$ cat src/hw/rtl/hhdm_pkg.sv
package hhdm_pkg;

   // field widths
   localparam int GAIN_W  = 6;
   localparam int BAND_W  = 9;
   localparam int STICK_W = 11;
   localparam int YAW_W   = 9;
   localparam int PWM_W   = 11;

   // stick minus center, signed
   localparam int DEV_W   = STICK_W + 1;
   // roll deviation after the heading gain, signed
   localparam int ROLL_W  = 16;
   // motor value before and after the clamp, signed
   localparam int SUM_W   = 14;
   localparam int MOTOR_W = 10;

   // stream payload widths
   localparam int REQ_W   = 40;
   localparam int RSP_W   = 24;

   localparam logic signed [DEV_W-1:0]   STICK_CENTER = 12'sd1500;
   localparam logic signed [YAW_W:0]     HALF_TURN    = 10'sd180;
   localparam logic signed [YAW_W:0]     FULL_TURN    = 10'sd360;
   localparam logic signed [SUM_W-1:0]   MOTOR_LIMIT  = 14'sd500;
   localparam logic [PWM_W-1:0]          PWM_BASE     = 11'd1000;

   // divide by three: floor(a / 3) = (a * RECIP3) >> RECIP3_SHIFT for a < 2**17
   localparam logic [15:0] RECIP3       = 16'd43691;
   localparam int          RECIP3_SHIFT = 17;
   localparam int          QUOT_W       = 12;

   localparam logic [GAIN_W-1:0] GAIN_RESET = 6'd10;
   localparam logic [BAND_W-1:0] BAND_RESET = 9'd30;

   typedef enum logic [0:0] {
      CSR_HEADING_GAIN   = 1'b0,
      CSR_STICK_DEADBAND = 1'b1
   } csr_index_type;

   typedef struct packed {
      logic                      armed;
      logic                      hold;
      logic signed [YAW_W-1:0]   err;
      logic signed [DEV_W-1:0]   roll_dev;
      logic signed [DEV_W-1:0]   thr_dev;
   } front_type;

   typedef struct packed {
      logic                      armed;
      logic signed [ROLL_W-1:0]  roll_dev;
      logic signed [DEV_W-1:0]   thr_dev;
   } gain_type;

   typedef struct packed {
      logic                      right_reverse;
      logic                      left_reverse;
      logic [PWM_W-1:0]          right_pwm;
      logic [PWM_W-1:0]          left_pwm;
   } result_type;

endpackage

$ cat src/hw/rtl/heading_hold_differential_mixer_core.sv
// channel   | dir | handshake              | payload
// ----------+-----+------------------------+----------------------------------------
// req_      | in  | req_tvalid/req_tready  | stick, yaw and flag fields, one tick
// rsp_      | out | rsp_tvalid/rsp_tready  | left/right pwm and reverse bits
// csr_      | in  | csr_wen (no handshake) | heading_gain, stick_deadband
//
// one transaction per clock sustained while rsp_ is not stalled; a request passes three
// registers on its way to rsp_ (input register, gain product register, output register)
// the gain multiply and the divide-by-three reciprocal multiply set the stage split
// synchronous active-high reset: config back to gain 10 / deadband 30, target
// heading and held direction bits cleared, pipeline emptied
// a stall on rsp_ backs up stage by stage; req_tready drops only when all three are full
module heading_hold_differential_mixer_core (
   input  logic                        clock,
   input  logic                        reset,

   input  logic                        req_tvalid,
   output logic                        req_tready,
   // [0] start_pilot, [1] armed, [12:2] roll_stick, [23:13] throttle_stick,
   // [32:24] yaw_angle, [39:33] zero
   input  logic [hhdm_pkg::REQ_W-1:0]  req_tdata,

   output logic                        rsp_tvalid,
   input  logic                        rsp_tready,
   // [10:0] left_pwm, [21:11] right_pwm, [22] left_reverse, [23] right_reverse
   output logic [hhdm_pkg::RSP_W-1:0]  rsp_tdata,

   input  logic                        csr_wen,
   input  logic [0:0]                  csr_index,
   input  logic [hhdm_pkg::BAND_W-1:0] csr_wdata
);

   logic [hhdm_pkg::GAIN_W-1:0]  heading_gain_ff;
   logic [hhdm_pkg::BAND_W-1:0]  stick_deadband_ff;

   // stage links
   logic                         front_valid;
   logic                         front_ready;
   hhdm_pkg::front_type          front_data;
   logic                         gain_valid;
   logic                         gain_ready;
   hhdm_pkg::gain_type           gain_data;
   hhdm_pkg::result_type         result;

   // configuration registers, written only while the pipeline is idle (the user's rule, not enforced here)
   always_ff @(posedge clock) begin
      if (reset) begin
         heading_gain_ff   <= hhdm_pkg::GAIN_RESET;
         stick_deadband_ff <= hhdm_pkg::BAND_RESET;
      end else if (csr_wen) begin
         unique case (hhdm_pkg::csr_index_type'(csr_index))
            hhdm_pkg::CSR_HEADING_GAIN: begin
               heading_gain_ff <= csr_wdata[hhdm_pkg::GAIN_W-1:0];
            end
            hhdm_pkg::CSR_STICK_DEADBAND: begin
               stick_deadband_ff <= csr_wdata;
            end
         endcase
      end
   end

   // input stage: target heading tracking, heading error wrap, deadband test
   hhdm_front u_front (
      .clock          (clock),
      .reset          (reset),
      .stick_deadband (stick_deadband_ff),
      .in_valid       (req_tvalid),
      .in_ready       (req_tready),
      .start_pilot    (req_tdata[0]),
      .armed          (req_tdata[1]),
      .roll_stick     (req_tdata[12:2]),
      .throttle_stick (req_tdata[23:13]),
      .yaw_angle      ($signed(req_tdata[32:24])),
      .out_valid      (front_valid),
      .out_ready      (front_ready),
      .out_data       (front_data)
   );

   // gain stage: proportional correction replaces the stick inside the deadband
   hhdm_gain u_gain (
      .clock        (clock),
      .reset        (reset),
      .heading_gain (heading_gain_ff),
      .in_valid     (front_valid),
      .in_ready     (front_ready),
      .in_data      (front_data),
      .out_valid    (gain_valid),
      .out_ready    (gain_ready),
      .out_data     (gain_data)
   );

   // mix stage: split roll over both motors, clamp, pwm and direction
   hhdm_mix u_mix (
      .clock     (clock),
      .reset     (reset),
      .in_valid  (gain_valid),
      .in_ready  (gain_ready),
      .in_data   (gain_data),
      .out_valid (rsp_tvalid),
      .out_ready (rsp_tready),
      .out_data  (result)
   );

   assign rsp_tdata = result;

endmodule

$ cat src/hw/rtl/hhdm_front.sv
module hhdm_front (
   input  logic                              clock,
   input  logic                              reset,
   input  logic [hhdm_pkg::BAND_W-1:0]       stick_deadband,
   input  logic                              in_valid,
   output logic                              in_ready,
   input  logic                              start_pilot,
   input  logic                              armed,
   input  logic [hhdm_pkg::STICK_W-1:0]      roll_stick,
   input  logic [hhdm_pkg::STICK_W-1:0]      throttle_stick,
   input  logic signed [hhdm_pkg::YAW_W-1:0] yaw_angle,
   output logic                              out_valid,
   input  logic                              out_ready,
   output hhdm_pkg::front_type               out_data
);

   logic                                valid_ff;
   hhdm_pkg::front_type                 data_ff;
   hhdm_pkg::front_type                 data_in;
   logic signed [hhdm_pkg::YAW_W-1:0]   target_ff;
   logic signed [hhdm_pkg::YAW_W-1:0]   target_in;
   logic signed [hhdm_pkg::YAW_W-1:0]   eff_target;
   logic signed [hhdm_pkg::YAW_W:0]     err_raw;
   logic signed [hhdm_pkg::YAW_W:0]     err_wrap;
   logic signed [hhdm_pkg::DEV_W-1:0]   roll_dev;
   logic [hhdm_pkg::STICK_W-1:0]        roll_mag;
   logic                                hold;
   logic                                accept;

   assign in_ready  = !valid_ff || out_ready;
   assign accept    = in_valid && in_ready;
   assign out_valid = valid_ff;
   assign out_data  = data_ff;

   always_comb begin
      roll_dev = $signed({1'b0, roll_stick}) - hhdm_pkg::STICK_CENTER;
      roll_mag = roll_dev[hhdm_pkg::DEV_W-1] ? hhdm_pkg::STICK_W'(-roll_dev)
                                             : hhdm_pkg::STICK_W'(roll_dev);
      hold     = roll_mag < {2'b00, stick_deadband};

      // start latches the yaw before anything else
      eff_target = start_pilot ? yaw_angle : target_ff;
      err_raw    = (hhdm_pkg::YAW_W+1)'(eff_target) - (hhdm_pkg::YAW_W+1)'(yaw_angle);
      if (err_raw > hhdm_pkg::HALF_TURN) begin
         err_wrap = err_raw - hhdm_pkg::FULL_TURN;
      end else if (err_raw < -hhdm_pkg::HALF_TURN) begin
         err_wrap = err_raw + hhdm_pkg::FULL_TURN;
      end else begin
         err_wrap = err_raw;
      end

      // start, or a stick outside the deadband while armed is low, retargets to the current yaw
      target_in = (start_pilot || (!armed && !hold)) ? yaw_angle : target_ff;

      data_in.armed    = armed;
      data_in.hold     = hold;
      data_in.err      = hhdm_pkg::YAW_W'(err_wrap);
      data_in.roll_dev = roll_dev;
      data_in.thr_dev  = $signed({1'b0, throttle_stick}) - hhdm_pkg::STICK_CENTER;
   end

   always_ff @(posedge clock) begin
      if (reset) begin
         valid_ff  <= 1'b0;
         target_ff <= '0;
      end else begin
         if (in_ready) begin
            valid_ff <= in_valid;
         end
         if (accept) begin
            target_ff <= target_in;
         end
      end
   end

   always_ff @(posedge clock) begin
      if (accept) begin
         data_ff <= data_in;
      end
   end

endmodule

$ cat src/hw/rtl/hhdm_gain.sv
module hhdm_gain (
   input  logic                          clock,
   input  logic                          reset,
   input  logic [hhdm_pkg::GAIN_W-1:0]   heading_gain,
   input  logic                          in_valid,
   output logic                          in_ready,
   input  hhdm_pkg::front_type           in_data,
   output logic                          out_valid,
   input  logic                          out_ready,
   output hhdm_pkg::gain_type            out_data
);

   logic                                 valid_ff;
   hhdm_pkg::gain_type                   data_ff;
   hhdm_pkg::gain_type                   data_in;
   logic signed [hhdm_pkg::ROLL_W-1:0]   gain_x;
   logic signed [hhdm_pkg::ROLL_W-1:0]   err_x;
   logic signed [hhdm_pkg::ROLL_W-1:0]   held_roll;

   assign in_ready  = !valid_ff || out_ready;
   assign out_valid = valid_ff;
   assign out_data  = data_ff;

   always_comb begin
      gain_x    = $signed({{(hhdm_pkg::ROLL_W-hhdm_pkg::GAIN_W){1'b0}}, heading_gain});
      err_x     = hhdm_pkg::ROLL_W'(in_data.err);
      held_roll = gain_x * err_x;

      data_in.armed    = in_data.armed;
      data_in.roll_dev = in_data.hold ? held_roll : hhdm_pkg::ROLL_W'(in_data.roll_dev);
      data_in.thr_dev  = in_data.thr_dev;
   end

   always_ff @(posedge clock) begin
      if (reset) begin
         valid_ff <= 1'b0;
      end else if (in_ready) begin
         valid_ff <= in_valid;
      end
   end

   always_ff @(posedge clock) begin
      if (in_valid && in_ready) begin
         data_ff <= data_in;
      end
   end

endmodule

$ cat src/hw/rtl/hhdm_mix.sv
module hhdm_mix (
   input  logic                 clock,
   input  logic                 reset,
   input  logic                 in_valid,
   output logic                 in_ready,
   input  hhdm_pkg::gain_type   in_data,
   output logic                 out_valid,
   input  logic                 out_ready,
   output hhdm_pkg::result_type out_data
);

   localparam int MAG_W  = hhdm_pkg::ROLL_W - 1;
   localparam int PROD_W = MAG_W + 16;

   logic                                 valid_ff;
   hhdm_pkg::result_type                 data_ff;
   hhdm_pkg::result_type                 data_in;
   logic                                 left_held_ff;
   logic                                 right_held_ff;
   logic                                 roll_neg;
   logic [MAG_W-1:0]                     roll_mag;
   logic [PROD_W-1:0]                    recip_prod;
   logic [hhdm_pkg::QUOT_W-1:0]          quot;
   logic signed [hhdm_pkg::QUOT_W:0]     share;
   logic signed [hhdm_pkg::SUM_W-1:0]    left_sum;
   logic signed [hhdm_pkg::SUM_W-1:0]    right_sum;
   logic signed [hhdm_pkg::MOTOR_W-1:0]  left_val;
   logic signed [hhdm_pkg::MOTOR_W-1:0]  right_val;
   logic                                 accept;

   function automatic logic signed [hhdm_pkg::MOTOR_W-1:0] clamp_motor(
      input logic signed [hhdm_pkg::SUM_W-1:0] v
   );
      logic signed [hhdm_pkg::SUM_W-1:0] c;
      if (v > hhdm_pkg::MOTOR_LIMIT) begin
         c = hhdm_pkg::MOTOR_LIMIT;
      end else if (v < -hhdm_pkg::MOTOR_LIMIT) begin
         c = -hhdm_pkg::MOTOR_LIMIT;
      end else begin
         c = v;
      end
      return hhdm_pkg::MOTOR_W'(c);
   endfunction

   function automatic logic [hhdm_pkg::PWM_W-1:0] pwm_of(
      input logic signed [hhdm_pkg::MOTOR_W-1:0] v
   );
      logic [hhdm_pkg::MOTOR_W-2:0] mag;
      mag = v[hhdm_pkg::MOTOR_W-1] ? (hhdm_pkg::MOTOR_W-1)'(-v)
                                   : (hhdm_pkg::MOTOR_W-1)'(v);
      return hhdm_pkg::PWM_BASE + hhdm_pkg::PWM_W'({mag, 1'b0});
   endfunction

   assign in_ready  = !valid_ff || out_ready;
   assign accept    = in_valid && in_ready;
   assign out_valid = valid_ff;
   assign out_data  = data_ff;

   always_comb begin
      // truncating divide by three on the magnitude, sign put back after
      roll_neg   = in_data.roll_dev[hhdm_pkg::ROLL_W-1];
      roll_mag   = roll_neg ? MAG_W'(-in_data.roll_dev) : MAG_W'(in_data.roll_dev);
      recip_prod = PROD_W'(roll_mag) * PROD_W'(hhdm_pkg::RECIP3);
      quot       = recip_prod[hhdm_pkg::RECIP3_SHIFT +: hhdm_pkg::QUOT_W];
      share      = roll_neg ? -$signed({1'b0, quot}) : $signed({1'b0, quot});

      left_sum   = hhdm_pkg::SUM_W'(in_data.thr_dev) + hhdm_pkg::SUM_W'(share);
      right_sum  = hhdm_pkg::SUM_W'(in_data.thr_dev) - hhdm_pkg::SUM_W'(share);
      left_val   = clamp_motor(left_sum);
      right_val  = clamp_motor(right_sum);

      if (in_data.armed) begin
         data_in.left_pwm      = hhdm_pkg::PWM_BASE;
         data_in.right_pwm     = hhdm_pkg::PWM_BASE;
         data_in.left_reverse  = left_held_ff;
         data_in.right_reverse = right_held_ff;
      end else begin
         data_in.left_pwm      = pwm_of(left_val);
         data_in.right_pwm     = pwm_of(right_val);
         data_in.left_reverse  = left_val[hhdm_pkg::MOTOR_W-1];
         data_in.right_reverse = right_val[hhdm_pkg::MOTOR_W-1];
      end
   end

   always_ff @(posedge clock) begin
      if (reset) begin
         valid_ff      <= 1'b0;
         left_held_ff  <= 1'b0;
         right_held_ff <= 1'b0;
      end else begin
         if (in_ready) begin
            valid_ff <= in_valid;
         end
         if (accept) begin
            left_held_ff  <= data_in.left_reverse;
            right_held_ff <= data_in.right_reverse;
         end
      end
   end

   always_ff @(posedge clock) begin
      if (accept) begin
         data_ff <= data_in;
      end
   end

endmodule

$ cat config.mk
export PLATFORM = sky130hd
export DESIGN_NAME = heading_hold_differential_mixer_core
export DESIGN_NICKNAME = d
export VERILOG_FILES = /design/src/hw/rtl/hhdm_pkg.sv /design/src/hw/rtl/heading_hold_differential_mixer_core.sv /design/src/hw/rtl/hhdm_front.sv /design/src/hw/rtl/hhdm_gain.sv /design/src/hw/rtl/hhdm_mix.sv
export SDC_FILE = /design/constraint.sdc
export NUM_CORES = 1
export LEC_CHECK = 0
export BUFFER_PORTS_ARGS = -buffer_cell sky130_fd_sc_hd__buf_2
export CAP_MARGIN = 20
export CORE_MARGIN = 5
export CORE_UTILIZATION = 50
export DETAILED_ROUTE_END_ITERATION = 8
export GPL_ROUTABILITY_DRIVEN = 0
export PLACE_DENSITY = 0.67
export RECOVER_POWER = 50
export SLEW_MARGIN = 20
export SYNTH_ARGS = -nofsm -noshare
export SYNTH_HDL_FRONTEND = slang
export SYNTH_SLANG_ARGS = --single-unit
$ cat constraint.sdc
create_clock -name clock -period 30.9 [get_ports clock]
set_input_delay 4.635 -clock clock [delete_from_list [all_inputs] [get_ports clock]]
set_output_delay 4.635 -clock clock [all_outputs]
set_load 0.02 [all_outputs]
# After elaboration in Yosys (flattened, before gate mapping)
# Index checks and enable logic that the tools add are counted.
[op_classes]
n_shift = 0
bitwise_logic = 1
n_lt_le_gt_ge = 7
add_sub_neg = 14
n_eq_ne = 0
n_reduce_logical = 16
div = 0
n_mul = 2
muxes = 14
[op_table]
columns = ["cell", "n"]
rows = [
  ["two-way mux 9 bit", 5],
  ["two-way mux 10 bit", 4],
  ["multiplier 15 x 16 -> 29 bit, second input constant", 1],
  ["> comparator 14 x 10 -> 1 bit, second input constant", 2],
  ["< comparator 14 x 10 -> 1 bit, second input constant", 2],
  ["two-way mux 24 bit", 1],
  ["subtractor 11 x 11 -> 12 bit, second input constant", 2],
  ["adder 10 x 10 -> 11 bit, first input constant", 2],
  ["negation 9 bit", 2],
  ["multiplier 7 x 9 -> 16 bit", 1],
  ["two-way mux 16 bit", 1],
  ["two-way mux 15 bit", 1],
  ["negation 15 bit", 1],
  ["adder 12 x 13 -> 14 bit", 1],
  ["subtractor 12 x 13 -> 14 bit", 1],
  ["two-way mux 13 bit", 1],
  ["negation 12 -> 13 bit", 1],
  ["< comparator 11 x 9 -> 1 bit", 1],
  ["two-way mux 11 bit", 1],
  ["negation 11 bit", 1],
  ["> comparator 10 x 9 -> 1 bit, second input constant", 1],
  ["< comparator 10 x 9 -> 1 bit, second input constant", 1],
  ["subtractor 9 x 9 -> 10 bit", 1],
  ["adder 9 bit, second input constant", 1],
  ["other kinds (6)", 18],
]
[totals]
mem_count = 0
elab_cells = 74
in_bits = 55
reg_bits = 117
latch_bits = 0
mem_bits_ro = 0
mem_bits_rw = 0
out_inout_bits = 26

# Logic depth before layout (Yosys ltp)
[logic_depth]
ltp_word = 13
ltp_mapped = 51
ltp_nobuf = 49

# Cells and area by module
# From an unflattened synthesis, not the netlist that was laid out.
[hier_totals]
hier_cells = 1560
area_unflattened_um2 = 14690.3
[by_module_without_submodules]
columns = ["mod", "seq_area_each_um2", "cells_per_inst", "instances", "area_each_um2"]
rows = [
  ["hhdm_mix", 720.7, 896, 1, 7689.9],
  ["hhdm_gain", 890.9, 304, 1, 3288.2],
  ["hhdm_front", 1251.2, 298, 1, 3084.2],
  ["heading_hold_differential_mixer_core", 300.3, 62, 1, 628.1],
]

# Least setup slack after synthesis
# OpenSTA, ideal clock, no wires.
[synth_path]
path_type = "reg-to-reg"
from = "reg u_gain.data_ff (netlist bit u_gain.out_data[12])"
to = "reg u_mix.data_ff (netlist bit u_mix.out_data[19]) (data pin)"
arrival_time_ns = 10.667
required_time_ns = 30.633
setup_slack_ns = 19.966
path_buffers = 1
setup_time_ns = 0.267
path_stages_with_launch = 47
period_less_slack_ns = 10.934
cell_sequence = "edfxtp_1 -> inv_1 -> ha_1 -> nand2b_1 -> or4_1 -> nor2_1 -> nand2_1 -> o31ai_1 -> xnor2_1 -> ha_1 -> inv_1 -> fa_1 -> fa_1 -> fa_1 -> inv_1 -> fa_1 -> fa_1 -> ha_1 -> (+11 left out) -> buf_6 -> nor2b_1 -> a211o_1 -> a211oi_4 -> o221a_2 -> a31oi_1 -> o31a_1 -> o41a_4 -> or2_2 -> ha_1 -> nand2_1 -> nor2_1 -> a21oi_1 -> a21boi_0 -> a32oi_1 -> a2111oi_4 -> xor2_1 -> nand2_1"
[synth_between]
elab_chain_len = 12
elab_cells_between_ends = 13
classes_between = "add/sub (5); mul (1); order compare (2); mux (5)"
[synth_rtl]
columns = ["item", "line", "text"]
rows = [
  ["from (decl)", "hhdm_gain.sv:14", "hhdm_pkg::gain_type data_ff;"],
  ["from (signal assigned)", "hhdm_gain.sv:44", "data_ff <= data_in;"],
  ["negation 15 bit", "hhdm_mix.sv:62", "roll_mag = roll_neg ? MAG_W'(-in_data.roll_dev) : MAG_W'(in_data.roll_dev);"],
  ["two-way mux 15 bit (*)", "hhdm_mix.sv:62", ""],
  ["multiplier 15 x 16 -> 29 bit (*)", "hhdm_mix.sv:63", "recip_prod = PROD_W'(roll_mag) * PROD_W'(hhdm_pkg::RECIP3);"],
  ["negation 12 -> 13 bit", "hhdm_mix.sv:65", "share = roll_neg ? -$signed({1'b0, quot}) : $signed({1'b0, quot});"],
  ["two-way mux 13 bit (*)", "hhdm_mix.sv:65", ""],
  ["subtractor 12 x 13 -> 14 bit (*)", "hhdm_mix.sv:68", "right_sum = hhdm_pkg::SUM_W'(in_data.thr_dev) - hhdm_pkg::SUM_W'(share);"],
  ["< comparator 14 x 10 -> 1 bit", "hhdm_mix.sv:37", "end else if (v < -hhdm_pkg::MOTOR_LIMIT) begin"],
  ["two-way mux 10 bit", "hhdm_mix.sv:37", ""],
  ["two-way mux 10 bit (*)", "hhdm_mix.sv:35", "if (v > hhdm_pkg::MOTOR_LIMIT) begin"],
  ["negation 9 bit", "hhdm_mix.sv:49", "mag = v[hhdm_pkg::MOTOR_W-1] ? (hhdm_pkg::MOTOR_W-1)'(-v)"],
  ["two-way mux 9 bit (*)", "hhdm_mix.sv:49", ""],
  ["adder 10 x 10 -> 11 bit (*)", "hhdm_mix.sv:51", "return hhdm_pkg::PWM_BASE + hhdm_pkg::PWM_W'({mag, 1'b0});"],
  ["to (signal assigned)", "hhdm_mix.sv:103", "data_ff <= data_in;"],
  ["to (decl)", "hhdm_mix.sv:16", "hhdm_pkg::result_type data_ff;"],
]
# Every way passes the cells marked *; elsewhere a longest branch is shown, timed or not.
# A chain may end at the register's enable or synchronous reset.

# Worst setup path in the final report
[layout_path]
from = "reg u_gain.data_ff (netlist bit u_gain.out_data[12])"
to = "reg u_mix.data_ff (netlist bit u_mix.out_data[9]) (data pin)"
[layout_between]
elab_chain_len = 12
elab_cells_between_ends = 13
classes_between = "add/sub (5); mul (1); order compare (2); mux (5)"
[layout_rtl]
columns = ["item", "line", "text"]
rows = [
  ["negation 15 bit", "hhdm_mix.sv:62", ""],
  ["two-way mux 15 bit (*)", "hhdm_mix.sv:62", ""],
  ["multiplier 15 x 16 -> 29 bit (*)", "hhdm_mix.sv:63", ""],
  ["negation 12 -> 13 bit", "hhdm_mix.sv:65", ""],
  ["two-way mux 13 bit (*)", "hhdm_mix.sv:65", ""],
  ["adder 12 x 13 -> 14 bit (*)", "hhdm_mix.sv:67", "left_sum = hhdm_pkg::SUM_W'(in_data.thr_dev) + hhdm_pkg::SUM_W'(share);"],
  ["< comparator 14 x 10 -> 1 bit", "hhdm_mix.sv:37", ""],
  ["two-way mux 10 bit", "hhdm_mix.sv:37", ""],
  ["two-way mux 10 bit (*)", "hhdm_mix.sv:35", ""],
  ["negation 9 bit", "hhdm_mix.sv:49", ""],
  ["two-way mux 9 bit (*)", "hhdm_mix.sv:49", ""],
  ["adder 10 x 10 -> 11 bit (*)", "hhdm_mix.sv:51", ""],
]
# Marks and branches as above.

==> impl_metrics.env <==
export IMPL_cts_hold_buf=0
export IMPL_cts_sinks=115
export IMPL_start_util_pct=50.36
export IMPL_wl_met2_mm=15.90
export IMPL_min_from="u_front.out_data[34]"
export IMPL_path_buf_inv=3
export IMPL_io_buffers=71
export IMPL_dp_hpwl_mm=25.13
export IMPL_cts_resized=0
export IMPL_rrSetupSlack_ns=18.18
export IMPL_ioPinCount=81
export IMPL_cts_tree="built"
export IMPL_finalSetupTns_ns=0
export IMPL_first_iter_violations=680
export IMPL_rows=62
export IMPL_async_reset_ff_share_pct=0
export IMPL_die_x_um=179.8
export IMPL_worst_endpoint_required_ns=31.03
export IMPL_clk_latency_ns=0.42
export IMPL_drv_slew=55
export IMPL_cts_setup_buffers=0
export IMPL_worstSetupStartpointType="register"
export IMPL_cp_slowest_stage_delay_ns=0.64
export IMPL_syn_instance_count=1569
export IMPL_timing_slew_headroom_pct=-39.73
export IMPL_grt_max_degree=38
export IMPL_antenna_cells=0
export IMPL_cap_violations=2
export IMPL_routed_wl_mm=30.76
export IMPL_critical_path_top_delay_family="adder cells"
export IMPL_core_um2=28630
export IMPL_nets=1966
export IMPL_synth_flop_cell="edfxtp_1"
export IMPL_cp_end_kind="register"
export IMPL_path_clk_slew_ns=0.06
export IMPL_layout_drive_gt1_share_pct=8.935
export IMPL_synth_edf_count=86
export IMPL_htreeDepth=4
export IMPL_postRouteAntennaNets=0
export IMPL_tightest_slew_ns=2.092
export IMPL_cts_root_buf="clkbuf_16"
export IMPL_numCtsBuffers=17
export IMPL_cpMaxStageDelayCell="or4b_1"
export IMPL_failed_checks="capacitance limit, slew limit"
export IMPL_avgViaCountPerCell=5.514
export IMPL_synthDistinctLibCells=90
export IMPL_reg2reg_from="u_gain.out_data[12]"
export IMPL_ys_seq_area_share_pct=21.94
export IMPL_grt_setup_unrepaired="no"
export IMPL_status="finished with violations"
export IMPL_fin_crit_sh_pct=41.18
export IMPL_overflow=0
export IMPL_netlist_area_um2=14420
export IMPL_critPathMaxFanout=13
export IMPL_wl_met3_mm=1.068
export IMPL_crit_start="u_gain.out_data[12]"
export IMPL_syn_to_final_growth_pct=8.601
export IMPL_fin_crit_ns=12.72
export IMPL_top_layer="met4"
export IMPL_met1_length_mm=13.45
export IMPL_clk_path_buf_depth=2
export IMPL_critPathArrivalTime_ns=12.86
export IMPL_wl_per_cell_um=15.24
export IMPL_die_area_um2=32330
export IMPL_grt_pass1_vias=11200
export IMPL_dr_total_vias=11130
export IMPL_critical_path_class="register to register"
export IMPL_yosysWarnings=0
export IMPL_antenna_found_initial=0
export IMPL_finalSetupViolations=0
export IMPL_die_y_um=179.8
export IMPL_skew_ns=0.008360
export IMPL_remaining_drc_errors=0
export IMPL_drt_first_pass_iters=5
export IMPL_grtUsageTotal_pct=19.19
export IMPL_min_path_type="register to register"
export IMPL_syn_avg_cell_area_um2=9.188
export IMPL_fmax_mhz=78.59
export IMPL_hold_viol_final=0
export IMPL_ys_seq_elements=115
export IMPL_grt_pass1_wl_mm=52.54
[cell usage in the layout (no fill, tap or decap), types with 61 or more instances in the layout]
cell type  synthesis  layout
a21oi_1           76      76
buf_2              6      61
edfxtp_1          86      86
fa_1             103     103
ha_1             187     187
inv_1            219     219
nand2_1          104     104
nor2_1            84      84
o21ai_0           64      64
xnor2_1           83      83
[worst reg2reg max path: cells and delay by family (launching register included)]
family,cells,cell delay [ns]
AOI/OAI and AO/OA,15,3.58
xor gates and xnor gates,3,1.01
adders and majority gates,10,3.85
buffers and inverters,3,0.22
DFF,1,0.45
muxes,1,0.17
and+or+nand+nor,14,3.17
[flip-flops by register name, summed over array words and instances (netlist names)]
name and count:
u_gain.out_valid 1, u_front.target_ff 9, heading_gain_ff 6, u_mix.right_held_ff 1
u_mix.out_data 22, stick_deadband_ff 9, u_mix.left_held_ff 1, u_mix.out_valid 1
u_front.out_valid 1, u_gain.out_data 29, u_front.out_data 35
[cell usage after synthesis, drive strengths merged, types with 9 or more instances]
master,number,area [um2]
ha,187,2340
a211oi,13,122.6
o211ai,10,80.07
edfxtp,86,2582
nor3,37,195.2
and3,13,81.33
inv,219,822.0
nor2,85,321.6
o21ai,70,350.3
nor4,11,75.07
mux2,19,214.0
a211o,10,87.58
xnor2,83,727.0
xor2,32,280.3
a21o,30,225.2
or2,12,75.07
or3,13,81.33
buf,14,82.57
o21bai,13,97.59
dfxtp,29,580.6
o21a,14,105.1
nor2b,23,143.9
nand3,36,180.2
and2,41,256.5
nand2,104,390.4
mux2i,16,160.2
nand2b,13,88.83
a31oi,9,56.30
fa,103,2062
clkbuf,29,108.9
a21oi,77,389.1
o31ai,15,117.6
[kinds of logic (layout without fill, tap and decap cells)]
logic type      Yosys count  in the layout  share of synthesized area [%]
fa+ha+maj               290            290                          30.53
buf+inv                 264            328                          7.082
other cells               1              2                        0.02601
flops                   115            115                          21.94
compound gates          331            331                          16.01
mux                      35             35                          2.595
xor+xnor                115            115                          6.987
simple gates            418            418                          14.82
[per-stage QoR]
| step | instances | setup slack [ns] | hold WS (ns) | util [%] | instance area (um2) |
|---|---|---|---|---|---|
| 3_5_place_dp | 1986 | 18.29 | 0.4089 | 52.81 | 15120 |
| 4_1_cts | 2018 | 18.25 | 0.4242 | 54.79 | 15680 |
| 5_1_grt | 2018 | 17.12 | 0.4351 | 54.69 | 15660 |
| 6_report | 2018 | 18.18 | 0.4233 | 54.69 | 15660 |
| 2_1_floorplan | 1570 | 19.97 | 0.4003 | - | 14420 |
| 3_3_place_gp | 1986 | 18.49 | 0.4049 | 52.81 | 15120 |
[per-layer routing]
layer / up-vias / GRT usage, %
met2: 198 / 35.14
met5: - / 0
met4: 0 / 4.054
met3: 26 / 2.486
met1: 5353 / 24.27
li1: 5550 / -
[worst paths after layout]
kind,endpoint,cells after the start
setup / recovery,u_mix.out_data[9],46
hold / removal,u_gain.out_data[28],0
setup reg to reg,u_mix.out_data[9],46
hold reg to reg,u_gain.out_data[28],0
[cell type report]
type / count / area [um2]
inverters: 221 / 829.5
clock buffers: 19 / 442.9
multi-input cells: 1191 / 10250
well taps: 384 / 480.5
flip-flops and latches: 115 / 3163
fillers: 2550 / 12970
clock inverters: 13 / 123.9
repair buffers: 75 / 365.4
Power is left out: the tool's default activity adds up to more than one toggle a clock period on the data nets, which glitch-free logic cannot reach.
